===== src/rtl/core/frd_pkg.sv =====
// ----------------------------------------------------------------------------
// frd_pkg
// Shared types for the fraction reducer: controller states and the command
// and status groups between the controller and the datapath.
// ----------------------------------------------------------------------------
package frd_pkg;

  // Controller states
  typedef enum logic [1:0] {
    ST_IDLE,
    ST_GCD,
    ST_DIV,
    ST_DONE
  } state_t;

  // Controller to datapath
  typedef struct packed {
    logic load;        // capture a new fraction
    logic gcd_step;    // one binary GCD iteration
    logic gcd_finish;  // form the divisor, arm the dividers
    logic div_step;    // one quotient bit for both parts
    logic publish;     // move the result into the output register
  } cmd_t;

  // Datapath to controller
  typedef struct packed {
    logic in_zero;     // incoming fraction has a zero part
    logic gcd_equal;   // GCD operands have met
    logic div_last;    // final quotient bit in this cycle
    logic out_full;    // output register holds an untaken result
  } status_t;

endpackage


===== src/rtl/core/frd_if.sv =====
// ----------------------------------------------------------------------------
// frd_in_if / frd_out_if
// Valid/ready channels for fractions in and reduced fractions out.
// ----------------------------------------------------------------------------
interface frd_in_if #(
  parameter int VALUE_BITS = 31
);
  logic                  valid;
  logic                  ready;
  logic [VALUE_BITS-1:0] numerator;
  logic [VALUE_BITS-1:0] denominator;

  modport source (output valid, numerator, denominator, input ready);
  modport sink   (input valid, numerator, denominator, output ready);
endinterface

interface frd_out_if #(
  parameter int VALUE_BITS = 31
);
  logic                  valid;
  logic                  ready;
  logic [VALUE_BITS-1:0] reduced_numerator;
  logic [VALUE_BITS-1:0] reduced_denominator;
  logic [VALUE_BITS-1:0] common_divisor;
  logic                  zero_error;

  modport source (output valid, reduced_numerator, reduced_denominator,
                  common_divisor, zero_error, input ready);
  modport sink   (input valid, reduced_numerator, reduced_denominator,
                  common_divisor, zero_error, output ready);
endinterface


===== src/rtl/core/frd_ctrl.sv =====
// ----------------------------------------------------------------------------
// frd_ctrl
// Sequencer: load, binary GCD iterations, bit-serial division, publish.
// ----------------------------------------------------------------------------
module frd_ctrl (
  input  logic             clk,
  input  logic             rst,
  input  logic             in_valid,
  output logic             in_ready,
  input  logic             out_ready,
  input  frd_pkg::status_t status,
  output frd_pkg::cmd_t    cmd
);

  frd_pkg::state_t state;
  frd_pkg::state_t state_next;

  // State register
  always_ff @(posedge clk) begin
    if (rst) begin
      state <= frd_pkg::ST_IDLE;
    end else begin
      state <= state_next;
    end
  end

  // Next state
  always_comb begin
    state_next = state;
    unique case (state)
      frd_pkg::ST_IDLE: begin
        if (in_valid) begin
          state_next = status.in_zero ? frd_pkg::ST_DONE : frd_pkg::ST_GCD;
        end
      end
      frd_pkg::ST_GCD: begin
        if (status.gcd_equal) begin
          state_next = frd_pkg::ST_DIV;
        end
      end
      frd_pkg::ST_DIV: begin
        if (status.div_last) begin
          state_next = frd_pkg::ST_DONE;
        end
      end
      frd_pkg::ST_DONE: begin
        if (!status.out_full || out_ready) begin
          state_next = frd_pkg::ST_IDLE;
        end
      end
      default: state_next = frd_pkg::ST_IDLE;
    endcase
  end

  // Commands
  always_comb begin
    cmd      = '0;
    in_ready = 1'b0;
    unique case (state)
      frd_pkg::ST_IDLE: begin
        in_ready = 1'b1;
        cmd.load = in_valid;
      end
      frd_pkg::ST_GCD: begin
        cmd.gcd_step   = !status.gcd_equal;
        cmd.gcd_finish = status.gcd_equal;
      end
      frd_pkg::ST_DIV: begin
        cmd.div_step = 1'b1;
      end
      frd_pkg::ST_DONE: begin
        cmd.publish = !status.out_full || out_ready;
      end
      default: cmd = '0;
    endcase
  end

endmodule


===== src/rtl/core/frd_datapath.sv =====
// ----------------------------------------------------------------------------
// frd_datapath
// Binary GCD unit, two restoring dividers sharing one divisor, and the
// output register.
// ----------------------------------------------------------------------------
module frd_datapath #(
  parameter int VALUE_BITS = 31
) (
  input  logic                  clk,
  input  logic                  rst,
  input  frd_pkg::cmd_t         cmd,
  output frd_pkg::status_t      status,
  input  logic [VALUE_BITS-1:0] numerator,
  input  logic [VALUE_BITS-1:0] denominator,
  input  logic                  out_ready,
  output logic                  out_valid,
  output logic [VALUE_BITS-1:0] reduced_numerator,
  output logic [VALUE_BITS-1:0] reduced_denominator,
  output logic [VALUE_BITS-1:0] common_divisor,
  output logic                  zero_error
);

  localparam int KW = $clog2(VALUE_BITS + 1);
  localparam int CW = $clog2(VALUE_BITS);
  localparam logic [CW-1:0] LAST_BIT = CW'(VALUE_BITS - 1);

  // Working registers
  logic [VALUE_BITS-1:0] num_q;   // numerator, then its quotient
  logic [VALUE_BITS-1:0] den_q;   // denominator, then its quotient
  logic [VALUE_BITS-1:0] op_a;
  logic [VALUE_BITS-1:0] op_b;
  logic [KW-1:0]         twos;    // common factors of two
  logic [VALUE_BITS-1:0] divisor;
  logic [VALUE_BITS-1:0] rem_n;
  logic [VALUE_BITS-1:0] rem_d;
  logic [CW-1:0]         bit_cnt;
  logic                  zero_part;

  logic [VALUE_BITS:0]   shift_n;
  logic [VALUE_BITS:0]   shift_d;
  logic [VALUE_BITS:0]   diff_n;
  logic [VALUE_BITS:0]   diff_d;

  // Divider trial subtraction
  always_comb begin
    shift_n = {rem_n, num_q[VALUE_BITS-1]};
    shift_d = {rem_d, den_q[VALUE_BITS-1]};
    diff_n  = shift_n - {1'b0, divisor};
    diff_d  = shift_d - {1'b0, divisor};
  end

  // Status to the controller
  always_comb begin
    status.in_zero   = (numerator == '0) || (denominator == '0);
    status.gcd_equal = (op_a == op_b);
    status.div_last  = (bit_cnt == LAST_BIT);
    status.out_full  = out_valid;
  end

  // GCD and division datapath
  always_ff @(posedge clk) begin
    if (cmd.load) begin
      num_q     <= numerator;
      den_q     <= denominator;
      op_a      <= numerator;
      op_b      <= denominator;
      twos      <= '0;
      zero_part <= (numerator == '0) || (denominator == '0);
    end else if (cmd.gcd_step) begin
      priority if (!op_a[0] && !op_b[0]) begin
        op_a <= op_a >> 1;
        op_b <= op_b >> 1;
        twos <= twos + KW'(1);
      end else if (!op_a[0]) begin
        op_a <= op_a >> 1;
      end else if (!op_b[0]) begin
        op_b <= op_b >> 1;
      end else if (op_a > op_b) begin
        op_a <= op_a - op_b;
      end else begin
        op_b <= op_b - op_a;
      end
    end else if (cmd.gcd_finish) begin
      divisor <= op_a << twos;
      rem_n   <= '0;
      rem_d   <= '0;
      bit_cnt <= '0;
    end else if (cmd.div_step) begin
      // shift in one dividend bit per part, keep remainder if it fits
      if (!diff_n[VALUE_BITS]) begin
        rem_n <= diff_n[VALUE_BITS-1:0];
      end else begin
        rem_n <= shift_n[VALUE_BITS-1:0];
      end
      if (!diff_d[VALUE_BITS]) begin
        rem_d <= diff_d[VALUE_BITS-1:0];
      end else begin
        rem_d <= shift_d[VALUE_BITS-1:0];
      end
      num_q   <= {num_q[VALUE_BITS-2:0], !diff_n[VALUE_BITS]};
      den_q   <= {den_q[VALUE_BITS-2:0], !diff_d[VALUE_BITS]};
      bit_cnt <= bit_cnt + CW'(1);
    end
  end

  // Output valid flag
  always_ff @(posedge clk) begin
    if (rst) begin
      out_valid <= 1'b0;
    end else if (cmd.publish) begin
      out_valid <= 1'b1;
    end else if (out_ready) begin
      out_valid <= 1'b0;
    end
  end

  // Output payload
  always_ff @(posedge clk) begin
    if (cmd.publish) begin
      reduced_numerator   <= num_q;
      reduced_denominator <= den_q;
      common_divisor      <= zero_part ? '0 : divisor;
      zero_error          <= zero_part;
    end
  end

endmodule


===== src/rtl/core/fraction_reducer.sv =====
// Operation: after accept, binary GCD iterations, then a bit-serial division
//   of both parts, then the result moves into the output register; a zero
//   part goes straight to the output register.
// Throughput: one fraction at a time; the next can be taken the cycle after the
//   result enters the output register, which may still wait for the sink.
// Reset: rst clears the controller and the output valid flag, nothing else.
// ----------------------------------------------------------------------------
// fraction_reducer
// Reduces a fraction to lowest terms: binary GCD, then both parts divided
// by the divisor bit by bit. A zero part flags an error and passes through.
// ----------------------------------------------------------------------------
module fraction_reducer #(
  parameter int VALUE_BITS = 31
) (
  input  logic      clk,
  input  logic      rst,
  frd_in_if.sink    fraction,
  frd_out_if.source result
);

  frd_pkg::cmd_t    cmd;
  frd_pkg::status_t status;

  frd_ctrl u_ctrl (
    .clk       (clk),
    .rst       (rst),
    .in_valid  (fraction.valid),
    .in_ready  (fraction.ready),
    .out_ready (result.ready),
    .status    (status),
    .cmd       (cmd)
  );

  frd_datapath #(
    .VALUE_BITS (VALUE_BITS)
  ) u_datapath (
    .clk                 (clk),
    .rst                 (rst),
    .cmd                 (cmd),
    .status              (status),
    .numerator           (fraction.numerator),
    .denominator         (fraction.denominator),
    .out_ready           (result.ready),
    .out_valid           (result.valid),
    .reduced_numerator   (result.reduced_numerator),
    .reduced_denominator (result.reduced_denominator),
    .common_divisor      (result.common_divisor),
    .zero_error          (result.zero_error)
  );

  // Checks
  a_one_at_a_time: assert property (@(posedge clk) disable iff (rst)
    fraction.valid && fraction.ready |=> !fraction.ready)
    else $error("second transaction taken while busy");

  a_error_no_divisor: assert property (@(posedge clk) disable iff (rst)
    result.valid && result.zero_error |-> result.common_divisor == '0)
    else $error("error result carries a divisor");

  a_divisor_nonzero: assert property (@(posedge clk) disable iff (rst)
    result.valid && !result.zero_error |-> result.common_divisor != '0)
    else $error("zero divisor without error");

  a_parts_nonzero: assert property (@(posedge clk) disable iff (rst)
    result.valid && !result.zero_error |->
      result.reduced_numerator != '0 && result.reduced_denominator != '0)
    else $error("reduced part is zero");

endmodule


===== src/flat_wrapper.sv =====
// flat-port wrapper written by rule: the top's interface ports become plain ports
module fraction_reducer_flat 
#(
  parameter int VALUE_BITS = 31
)
  (clk, rst, fraction_valid, fraction_numerator, fraction_denominator, fraction_ready, result_valid, result_reduced_numerator, result_reduced_denominator, result_common_divisor, result_zero_error, result_ready);
  frd_in_if #(.VALUE_BITS(VALUE_BITS)) fraction_i ();
  frd_out_if #(.VALUE_BITS(VALUE_BITS)) result_i ();
  input  logic clk;
  input  logic rst;
  input wire logic [$bits(fraction_i.valid)-1:0] fraction_valid;
  input wire logic [$bits(fraction_i.numerator)-1:0] fraction_numerator;
  input wire logic [$bits(fraction_i.denominator)-1:0] fraction_denominator;
  output wire logic [$bits(fraction_i.ready)-1:0] fraction_ready;
  output wire logic [$bits(result_i.valid)-1:0] result_valid;
  output wire logic [$bits(result_i.reduced_numerator)-1:0] result_reduced_numerator;
  output wire logic [$bits(result_i.reduced_denominator)-1:0] result_reduced_denominator;
  output wire logic [$bits(result_i.common_divisor)-1:0] result_common_divisor;
  output wire logic [$bits(result_i.zero_error)-1:0] result_zero_error;
  input wire logic [$bits(result_i.ready)-1:0] result_ready;
  assign fraction_i.valid = fraction_valid;
  assign fraction_i.numerator = fraction_numerator;
  assign fraction_i.denominator = fraction_denominator;
  assign fraction_ready = fraction_i.ready;
  assign result_valid = result_i.valid;
  assign result_reduced_numerator = result_i.reduced_numerator;
  assign result_reduced_denominator = result_i.reduced_denominator;
  assign result_common_divisor = result_i.common_divisor;
  assign result_zero_error = result_i.zero_error;
  assign result_i.ready = result_ready;
  fraction_reducer #(.VALUE_BITS(VALUE_BITS)) u_core (.clk(clk), .rst(rst), .fraction(fraction_i), .result(result_i));
endmodule

===== config.mk =====
export PLATFORM = sky130hd
export DESIGN_NAME = fraction_reducer_flat
export DESIGN_NICKNAME = d
export VERILOG_FILES = /design/src/rtl/core/frd_pkg.sv /design/src/rtl/core/frd_if.sv /design/src/rtl/core/frd_ctrl.sv /design/src/rtl/core/frd_datapath.sv /design/src/rtl/core/fraction_reducer.sv /design/src/flat_wrapper.sv
export SDC_FILE = /design/constraint.sdc
export NUM_CORES = 1
export LEC_CHECK = 0
export BUFFER_PORTS_ARGS = -buffer_cell sky130_fd_sc_hd__buf_2
export CORE_MARGIN = 5
export CORE_UTILIZATION = 25
export DETAILED_ROUTE_END_ITERATION = 12
export HOLD_SLACK_MARGIN = 0.1
export PLACE_DENSITY = 0.47
export SYNTH_ARGS = -nofsm -noshare
export SYNTH_HDL_FRONTEND = slang
export SYNTH_HIERARCHICAL = 1
export SYNTH_SLANG_ARGS = --single-unit

===== constraint.sdc =====
create_clock -name clk -period 20.7 [get_ports clk]
set_clock_uncertainty 0.15 [all_clocks]
set_input_delay 4.14 -clock clk [delete_from_list [all_inputs] [get_ports clk]]
set_output_delay 4.14 -clock clk [all_outputs]
set_load 0.05 [all_outputs]

After elaboration in Yosys (flattened, before gate mapping). Index checks and enable logic that the tools add are counted.

Flip-flop bits (word level): 325. Output and inout port bits: 96.

Bitwise logic cells: 2. Mux-type cells: 38. Equality and inequality tests: 14. Reduce and logical (&&, ||, !) cells: 25. Shift-type cells: 1. Magnitude comparators: 1. Add/subtract/negate cells: 6.

Operators with widths (count): 2-to-1 mux 31 bit (24); subtractor 32 x 31 -> 32 bit (2); zero test 31 bit (2); subtractor 31 bit (2); == test 31 bit (1); greater-than comparator 31 bit (1); << shifter 31 x 5 -> 31 bit (1); AND reduction 3 bit (5); 2-to-1 mux 2 bit (6); adder 5 x 1 -> 5 bit (second input constant) (2); != test 4 x 1 -> 1 bit (second input constant) (2); case mux 2 bit (4 select lines) (1); nonzero test 2 bit (4); zero test 1 bit (6); 2-to-1 mux 1 bit (6); != test 2 x 1 -> 1 bit (second input constant) (3); != test 2 bit (second input constant) (3); == test 5 bit (second input constant) (1); 2-to-1 mux 5 bit (1); == test 2 bit (second input constant) (2); != test 4 x 3 -> 1 bit (second input constant) (1); AND reduction 2 bit (2); AND reduction 4 bit (1); nonzero test 3 bit (1); other kinds (5) (7).

Depth between registers and ports, before layout. Gate-level depths: netlist of run 1.

Depth in word-level cells: 7. Mapped depth: 14. Depth with buffers taken out: 13.

By module. Netlist of run 1, hierarchy kept.

By module, submodules not included: frd_datapath (cells an instance 2162, area each 21291.7 um^2, instances 1, seq. area each 9639.2 um^2); frd_ctrl (cells an instance 22, area each 212.7 um^2, instances 1, seq. area each 40.0 um^2).

Least setup slack after synthesis of run 1. OpenSTA, ideal clock, no wires.

Path type: in2reg. Start: input port result_ready. End: register u_core.u_datapath.common_divisor[0] (enable). Slack: 11651 ps. Required time: 19990 ps. Data arrival time: 8339 ps. Cell stages on the path: 2. Cell sequence: nor2b_4 nor2b_1.

RTL lines: start: declaration (line flat_wrapper.sv:20) `input wire logic [$bits(result_i.ready)-1:0] result_ready;`; end signal: assignment (line frd_datapath.sv:122) `common_divisor <= zero_part ? '0 : divisor;`; end: declaration (line frd_datapath.sv:19) `output logic [VALUE_BITS-1:0] common_divisor,`.

==> metrics.cfg, run 1 <==
[outcome]
status = finished, final reports clean

[cts]
htreeDepth = 2
clock_sinks = 325
cts.repair.resized = 0
clock_latency_ns = 0.58
clock_path_buffers = 3
cts_setup_buffers = 0
cts_buffers = 40
hold_buffers = 0
cts.root.buffer_cell = clkbuf_16
cts_tree = built
clkTransAtPathRegs_ns = 0.06

[worst_setup_path]
crit_chain = buf_2, and2_4, buf_4, nor2_1, inv_1, a21oi_4, buf_4
cp_common_cell = buf_4
critPathCaptureType = register
path_buf_inv = 4
critPathMaxFanout = 79
cp.required_ns = 20.74
slowest_stage = buf_4
path_class = input port to register
max_stage_delay_ns = 0.74
critPathTopFamily = buffers and inverters
cp.arrival_ns = 6.41
cp-start-kind = input port

[synthesis]
synthDistinctLibCells = 76
async_reset_ff_frac = 0
synth.area.mux_share = 0.06005
synth-simple-area-share = 0.1185
syn_inst = 2184
synth_edf_count = 317
synth_area_mm2 = 0.02150
ys_seq_area_frac = 0.4501
ys_warn_count = 6
syn_avg_cell_area_um2 = 9.846
synth-compound-area-share = 0.1939
synth-adder-area-share = 0.08053
synth_top_family_by_area = compound AO/OA/AOI/OAI gates
synthXorXnorAreaFrac = 0.04317
ys_ff_latch = 325
synthFlopType = edfxtp_1
synth_nets = 2386

[drt]
wl_per_cell_um = 21.58
dr.first_iter.drc_count = 1418
drc = 0
wirelength_um = 74610
viasPerCell = 5.126
antenna_left = 0
vias = 17720
dr.pass1.iters = 6

[placed_design]
pre_cts_ws_ns = 13.70
hpwl_um = 57230
numPortBuffers = 161
place_inst = 3386
gp_congestion = 0.8979

[floorplan]
start_util = 0.2522
core-area_mm2 = 0.08528
die_area_mm2 = 0.09198
ios = 162
fp-row-count = 107
die_h_um = 303.3
fp.dieW_um = 303.3

[timing]
fin_ws_ns = 14.33
rsz0062_at_grt = no
setup_tns_ns = 0
final-setup-viol-count = 0
fin_crit_sh = 0.3075
relSlewSlack = 0.3112
max_freq_mhz = 157.1
final_max_slew_viol_count = 0
finalCriticalPeriod_ns = 6.366
final-hold-violation-count = 0
worst_pin_slew_ns = 1.033

[layout]
area_growth_pct = 15.84
nets = 2486
final_common_cell = edfxtp_1
final_cell_mix = edfxtp_1 (317), a21oi_1 (185), o21ai_0 (184)
diodes = 0
final_core_util = 0.2921
final_cells = 3458
drive_above_1_share = 0.1396

[global_routing]
grt_pass1_wl_um = 110900
grtUsageTotal = 0.1564
gr-total-overflow = 0
antenna_found_initial = 3
grt_pass1_vias = 17360
grt_max_degree = 85

[run]
max_cap_violations = 0

[pwr]
p_leak_nw = 9.678
vdd_drop_max_uv = 71.23
finalPower_mw = 4.398
p_per_area_mw_per_mm2 = 176.6

[min_path]
hold_class = register to register

metal layers:
layer	track usage	vias up	share of wire
met5	0	-	0
met4	0.04438	0	0.030
met3	0.02240	115	0.057
met2	0.2624	633	0.47
met1	0.2113	8701	0.44
li1	-	8275	-
synth_stat cells (all sizes together) (27+ instances only):
master,number,share of area
a21o,51,0.018
nand2,152,0.027
clkbuf,90,0.016
nand3,42,0.010
o21ai,185,0.043
o211ai,27,0.0097
nor2,171,0.030
nand4,32,0.0093
xor2,35,0.014
a221oi,27,0.011
ha,132,0.077
xnor2,71,0.029
a22oi,37,0.013
mux2,48,0.025
mux2i,57,0.027
inv,171,0.030
a21oi,187,0.044
buf,36,0.0080
edfxtp,317,0.44
stage by stage:
step	hold WS (ns)	area, um2
finish	0.2924	24910
global route	0.3136	24910
CTS	0.2952	24910
detailed placement	0.2824	23480
global placement	0.2806	23480
floorplan	0.2722	21500
power breakdown:
part	switching (mW)	internal, mW
Sequential	0.190	1.07
Combinational	1.54	0.830
Clock	0.307	0.459
Total	2.04	2.36
logic make-up (layout without fill, tap and decap cells):
| family | count (synthesis) | in the layout |
|---|---|---|
| AO/OA/AOI/OAI | 667 | 667 |
| XOR/XNOR | 106 | 106 |
| adder cells (fa/ha/maj) | 136 | 136 |
| buffers and inverters | 298 | 428 |
| flip-flops | 325 | 325 |
| multiplexers | 113 | 113 |
| AND/OR/NAND/NOR | 539 | 539 |
worst reg2reg max path: cells and delay by family, from the launching register on:
family | cells | cell delay [ns]
buf+inv | 4 | 2.06
simple gates | 4 | 1.52
fa+ha+maj | 1 | 0.58
flops | 1 | 0.52
compound gates | 1 | 0.36
layout make-up:
cell class                 count  area (um2)
multi-input combinational   1561       10750
fill                        8976       60370
inverter                     172       645.6
tap                         1144        1431
sequential                   325        9681
clock inverter                31       422.9
timing repair buffer         184       978.4
clock buffer                  41        1005
flip-flops by register name, summed over array words and instances (netlist names), 31 cells and up:
register / flops
u_core/u_datapath/common_divisor: 31
u_core/u_datapath/den_q: 31
u_core/u_datapath/divisor: 31
u_core/u_datapath/num_q: 31
u_core/u_datapath/op_a: 31
u_core/u_datapath/op_b: 31
u_core/u_datapath/reduced_denominator: 31
u_core/u_datapath/reduced_numerator: 31
u_core/u_datapath/rem_d: 31
u_core/u_datapath/rem_n: 31
worst paths after layout:
kind / slack [ns] / depth (start not counted) / start / to
max: 14.33 / 7 / fraction_valid / u_core/u_datapath/rem_d[13]$_SDFFCE_PP0P_
min: 0.29 / 0 / u_core/u_datapath/num_q[10]$_DFFE_PP_ / u_core/u_datapath/reduced_numerator[10]$_DFFE_PP_
max reg2reg: 15.03 / 10 / u_core/u_datapath/op_b[20]$_DFFE_PP_ / u_core/u_datapath/rem_d[13]$_SDFFCE_PP0P_
min reg2reg: 0.29 / 0 / u_core/u_datapath/num_q[10]$_DFFE_PP_ / u_core/u_datapath/reduced_numerator[10]$_DFFE_PP_
Note: power is estimated with default switching activity, not from simulation.
==> run 2: changes to the inputs <==
- ABC_AREA: unset -> 1
- clock period: 20.7 -> 6 ns (I/O delays scaled with it)
==> run 2 against run 1 <==
  * Worst setup slack worse by 12 ns
  * Area after synthesis is 8.4% higher
  * Global-route usage is 1.2 points higher
  * Sequential power grew to 3.2 times the previous value
  * Clock-buffer cell count is 5 higher
  * Core utilization is 0.24 points lower
  * Largest cell class unchanged
==> metrics.cfg, run 2 <==
[outcome]
status = finished, final reports clean

[timing]
finalCriticalPeriod_ns = 4.062
worst_pin_slew_ns = 1.149
setup_tns_ns = 0
relSlewSlack = 0.2321
rsz0062_at_grt = no
final-setup-viol-count = 0
final_max_slew_viol_count = 0
max_freq_mhz = 246.2
final-hold-violation-count = 0
fin_crit_sh = 0.6769

[floorplan]
die_h_um = 315.3
die_area_mm2 = 0.09943
start_util = 0.2508
fp-row-count = 112
fp.dieW_um = 315.3
ios = 162
core-area_mm2 = 0.09291

[pwr]
p_per_area_mw_per_mm2 = 588.5
switching_share = 0.5039
vdd_drop_max_uv = 227.8
intPower_mw = 7.858
p_leak_nw = 12.63
p_seq_frac = 0.258
combinationalPowerShare = 0.570
power_frac_clock = 0.172
switchingPower_mw = 7.981

[synthesis]
syn_avg_cell_area_um2 = 7.448
ys_seq_area_frac = 0.4153
synthDistinctLibCells = 52
synth_top_cell_by_area = edfxtp_1
yosysMostFrequentCell = nand2_1
yosys-top-cells-area = edfxtp_1 (41%), nand2_1 (17%), ha_1 (7.1%)
syn_inst = 3129
synthTopCellsByCount = nand2_1 (1,057), inv_1 (398), nor2_1 (343), edfxtp_1 (317), a21oi_1 (175)
async_reset_ff_frac = 0
synth_area_mm2 = 0.02330
synth_edf_count = 317
synth_top_area_frac = 0.4085
ys_warn_count = 6
synth_nets = 3331
ys_ff_latch = 325
synthFlopType = edfxtp_1

[layout]
final_cells = 4544
nets = 3461
drive_above_1_share = 0.1046
diodes = 0
final_common_cell = nand2_1
num-fill-cells = 10160
final_core_util = 0.2897
final_cell_mix = nand2_1 (1,055), inv_1 (395), nor2_1 (340)
area_growth_pct = 15.48

[worst_setup_path]
cp.required_ns = 6.06
max_stage_delay_ns = 0.48
r2r_start = u_core/u_datapath/op_a[23]$_DFFE_PP_
critPathCaptureType = register
cp-start-kind = register
startpoint = u_core/u_datapath/op_a[23]$_DFFE_PP_
path_class = register to register
crit_chain = inv_1, ha_1, nand2_1, nor2_2, nand2_2, nor3_1, nand2_1, inv_1, inv_2, buf_4, a21oi_4, buf_12
cp.arrival_ns = 4.12
slowest_stage = nor3_1
critPathMaxFanout = 67

[global_routing]
gr-total-overflow = 0
grtUsageTotal = 0.1684
grt_pass1_vias = 20870
grt_max_degree = 85
grt_pass1_wl_um = 128000
antenna_found_initial = 3

[placed_design]
numPortBuffers = 161
hpwl_um = 67270
place_inst = 4468
gp_congestion = 0.9804

[cts]
cts.root.buffer_cell = clkbuf_16
clock_path_buffers = 3
cts_setup_buffers = 0
hold_buffers = 0
cts_buffers = 43
cts_tree = built
cts.repair.resized = 0
clock_sinks = 325
htreeDepth = 2
clock_latency_ns = 0.59
clkTransAtPathRegs_ns = 0.06

[drt]
drc = 0
viasPerCell = 4.563
vias = 20730
wl_per_cell_um = 18.86
antenna_left = 0
dr.first_iter.drc_count = 1424
wirelength_um = 85690
dr.pass1.iters = 5

[run]
max_cap_violations = 0

[min_path]
hold_start = u_core/u_datapath/den_q[0]$_DFFE_PP_
hold_class = register to register

-- run 2: changes by cell type in the layout (fill, tap and decap cells not counted), sizes merged, moves of 27 or more --
cell    delta
nand2    +926
inv      +237
nor2     +184
nand3     +86
xnor2     -62
mux2      -48
mux2i     -44
a21o      -37
a22oi     -35
a221oi    -27
-- run 2: critical path, delay by kind of cell (launching register included) --
family | cells | cell delay, ns
DFF | 1 | 0.39
and+or+nand+nor | 5 | 1.13
adders and majority gates | 1 | 0.46
AOI/OAI and AO/OA | 1 | 0.21
buffers and inverters | 5 | 1.22
-- run 2: logic make-up after synthesis --
| kind of cell | synth area share |
|---|---|
| DFF | 0.4153 |
| xor gates and xnor gates | 0.01992 |
| AOI/OAI and AO/OA | 0.1070 |
| buffers and inverters | 0.08558 |
| muxes | 0.005583 |
| adders and majority gates | 0.07430 |
| and+or+nand+nor | 0.2923 |
-- run 2: worst paths after layout --
| kind | to | slack [ns] | cells after the start |
|---|---|---|---|
| worst min-delay path | u_core/u_datapath/reduced_denominator[0]$_DFFE_PP_ | 0.30 | 0 |
| worst max register to register | u_core/u_datapath/rem_d[24]$_SDFFCE_PP0P_ | 1.94 | 12 |
| worst min register to register | u_core/u_datapath/reduced_denominator[0]$_DFFE_PP_ | 0.30 | 0 |
| worst max-delay path | u_core/u_datapath/rem_d[24]$_SDFFCE_PP0P_ | 1.94 | 12 |
-- run 2: area by class of cell --
type	instances	area [um2]	share of cell area
multi-input combinational	2302	11690	0.4344
sequential	325	9681	0.3597
tap	1254	1569	0.05830
inverter	407	1535	0.05704
clock buffer	46	1087	0.04040
timing repair buffer	180	973.4	0.03617
clock inverter	30	377.9	0.01404
-- run 2: power by group through the flow --
stage | clock network (mW) | registers [mW] | logic (mW)
6_report | 2.72 | 4.08 | 9.03
5_1_grt | 2.90 | 4.16 | 9.98
4_1_cts | 2.81 | 4.08 | 9.00
3_5_place_dp | 0 | 4.13 | 8.95
3_3_place_gp | 0 | 4.11 | 9.02
2_1_floorplan | 0 | 4.21 | 5.97
-- run 2: stage by stage --
step	setup slack [ns]	power (mW)	hold WS, ns	cell area (um2)
after floorplan	0.1762	10.18	0.2768	23310
after global placement	2.044	13.13	0.2786	25450
after detailed placement	1.997	13.08	0.2879	25450
after CTS	2.002	15.90	0.3001	26910
after global routing	1.611	17.04	0.3128	26910
final	1.938	15.84	0.3032	26910
-- run 2: per-layer routing --
layer  global-route usage  part of all wire  up-vias
met2               0.2977              0.49      462
met4              0.06006             0.039        6
met5                    0           0.00048        -
met3              0.02504             0.043      163
li1                     -                 -    10450
met1               0.2091              0.43     9654
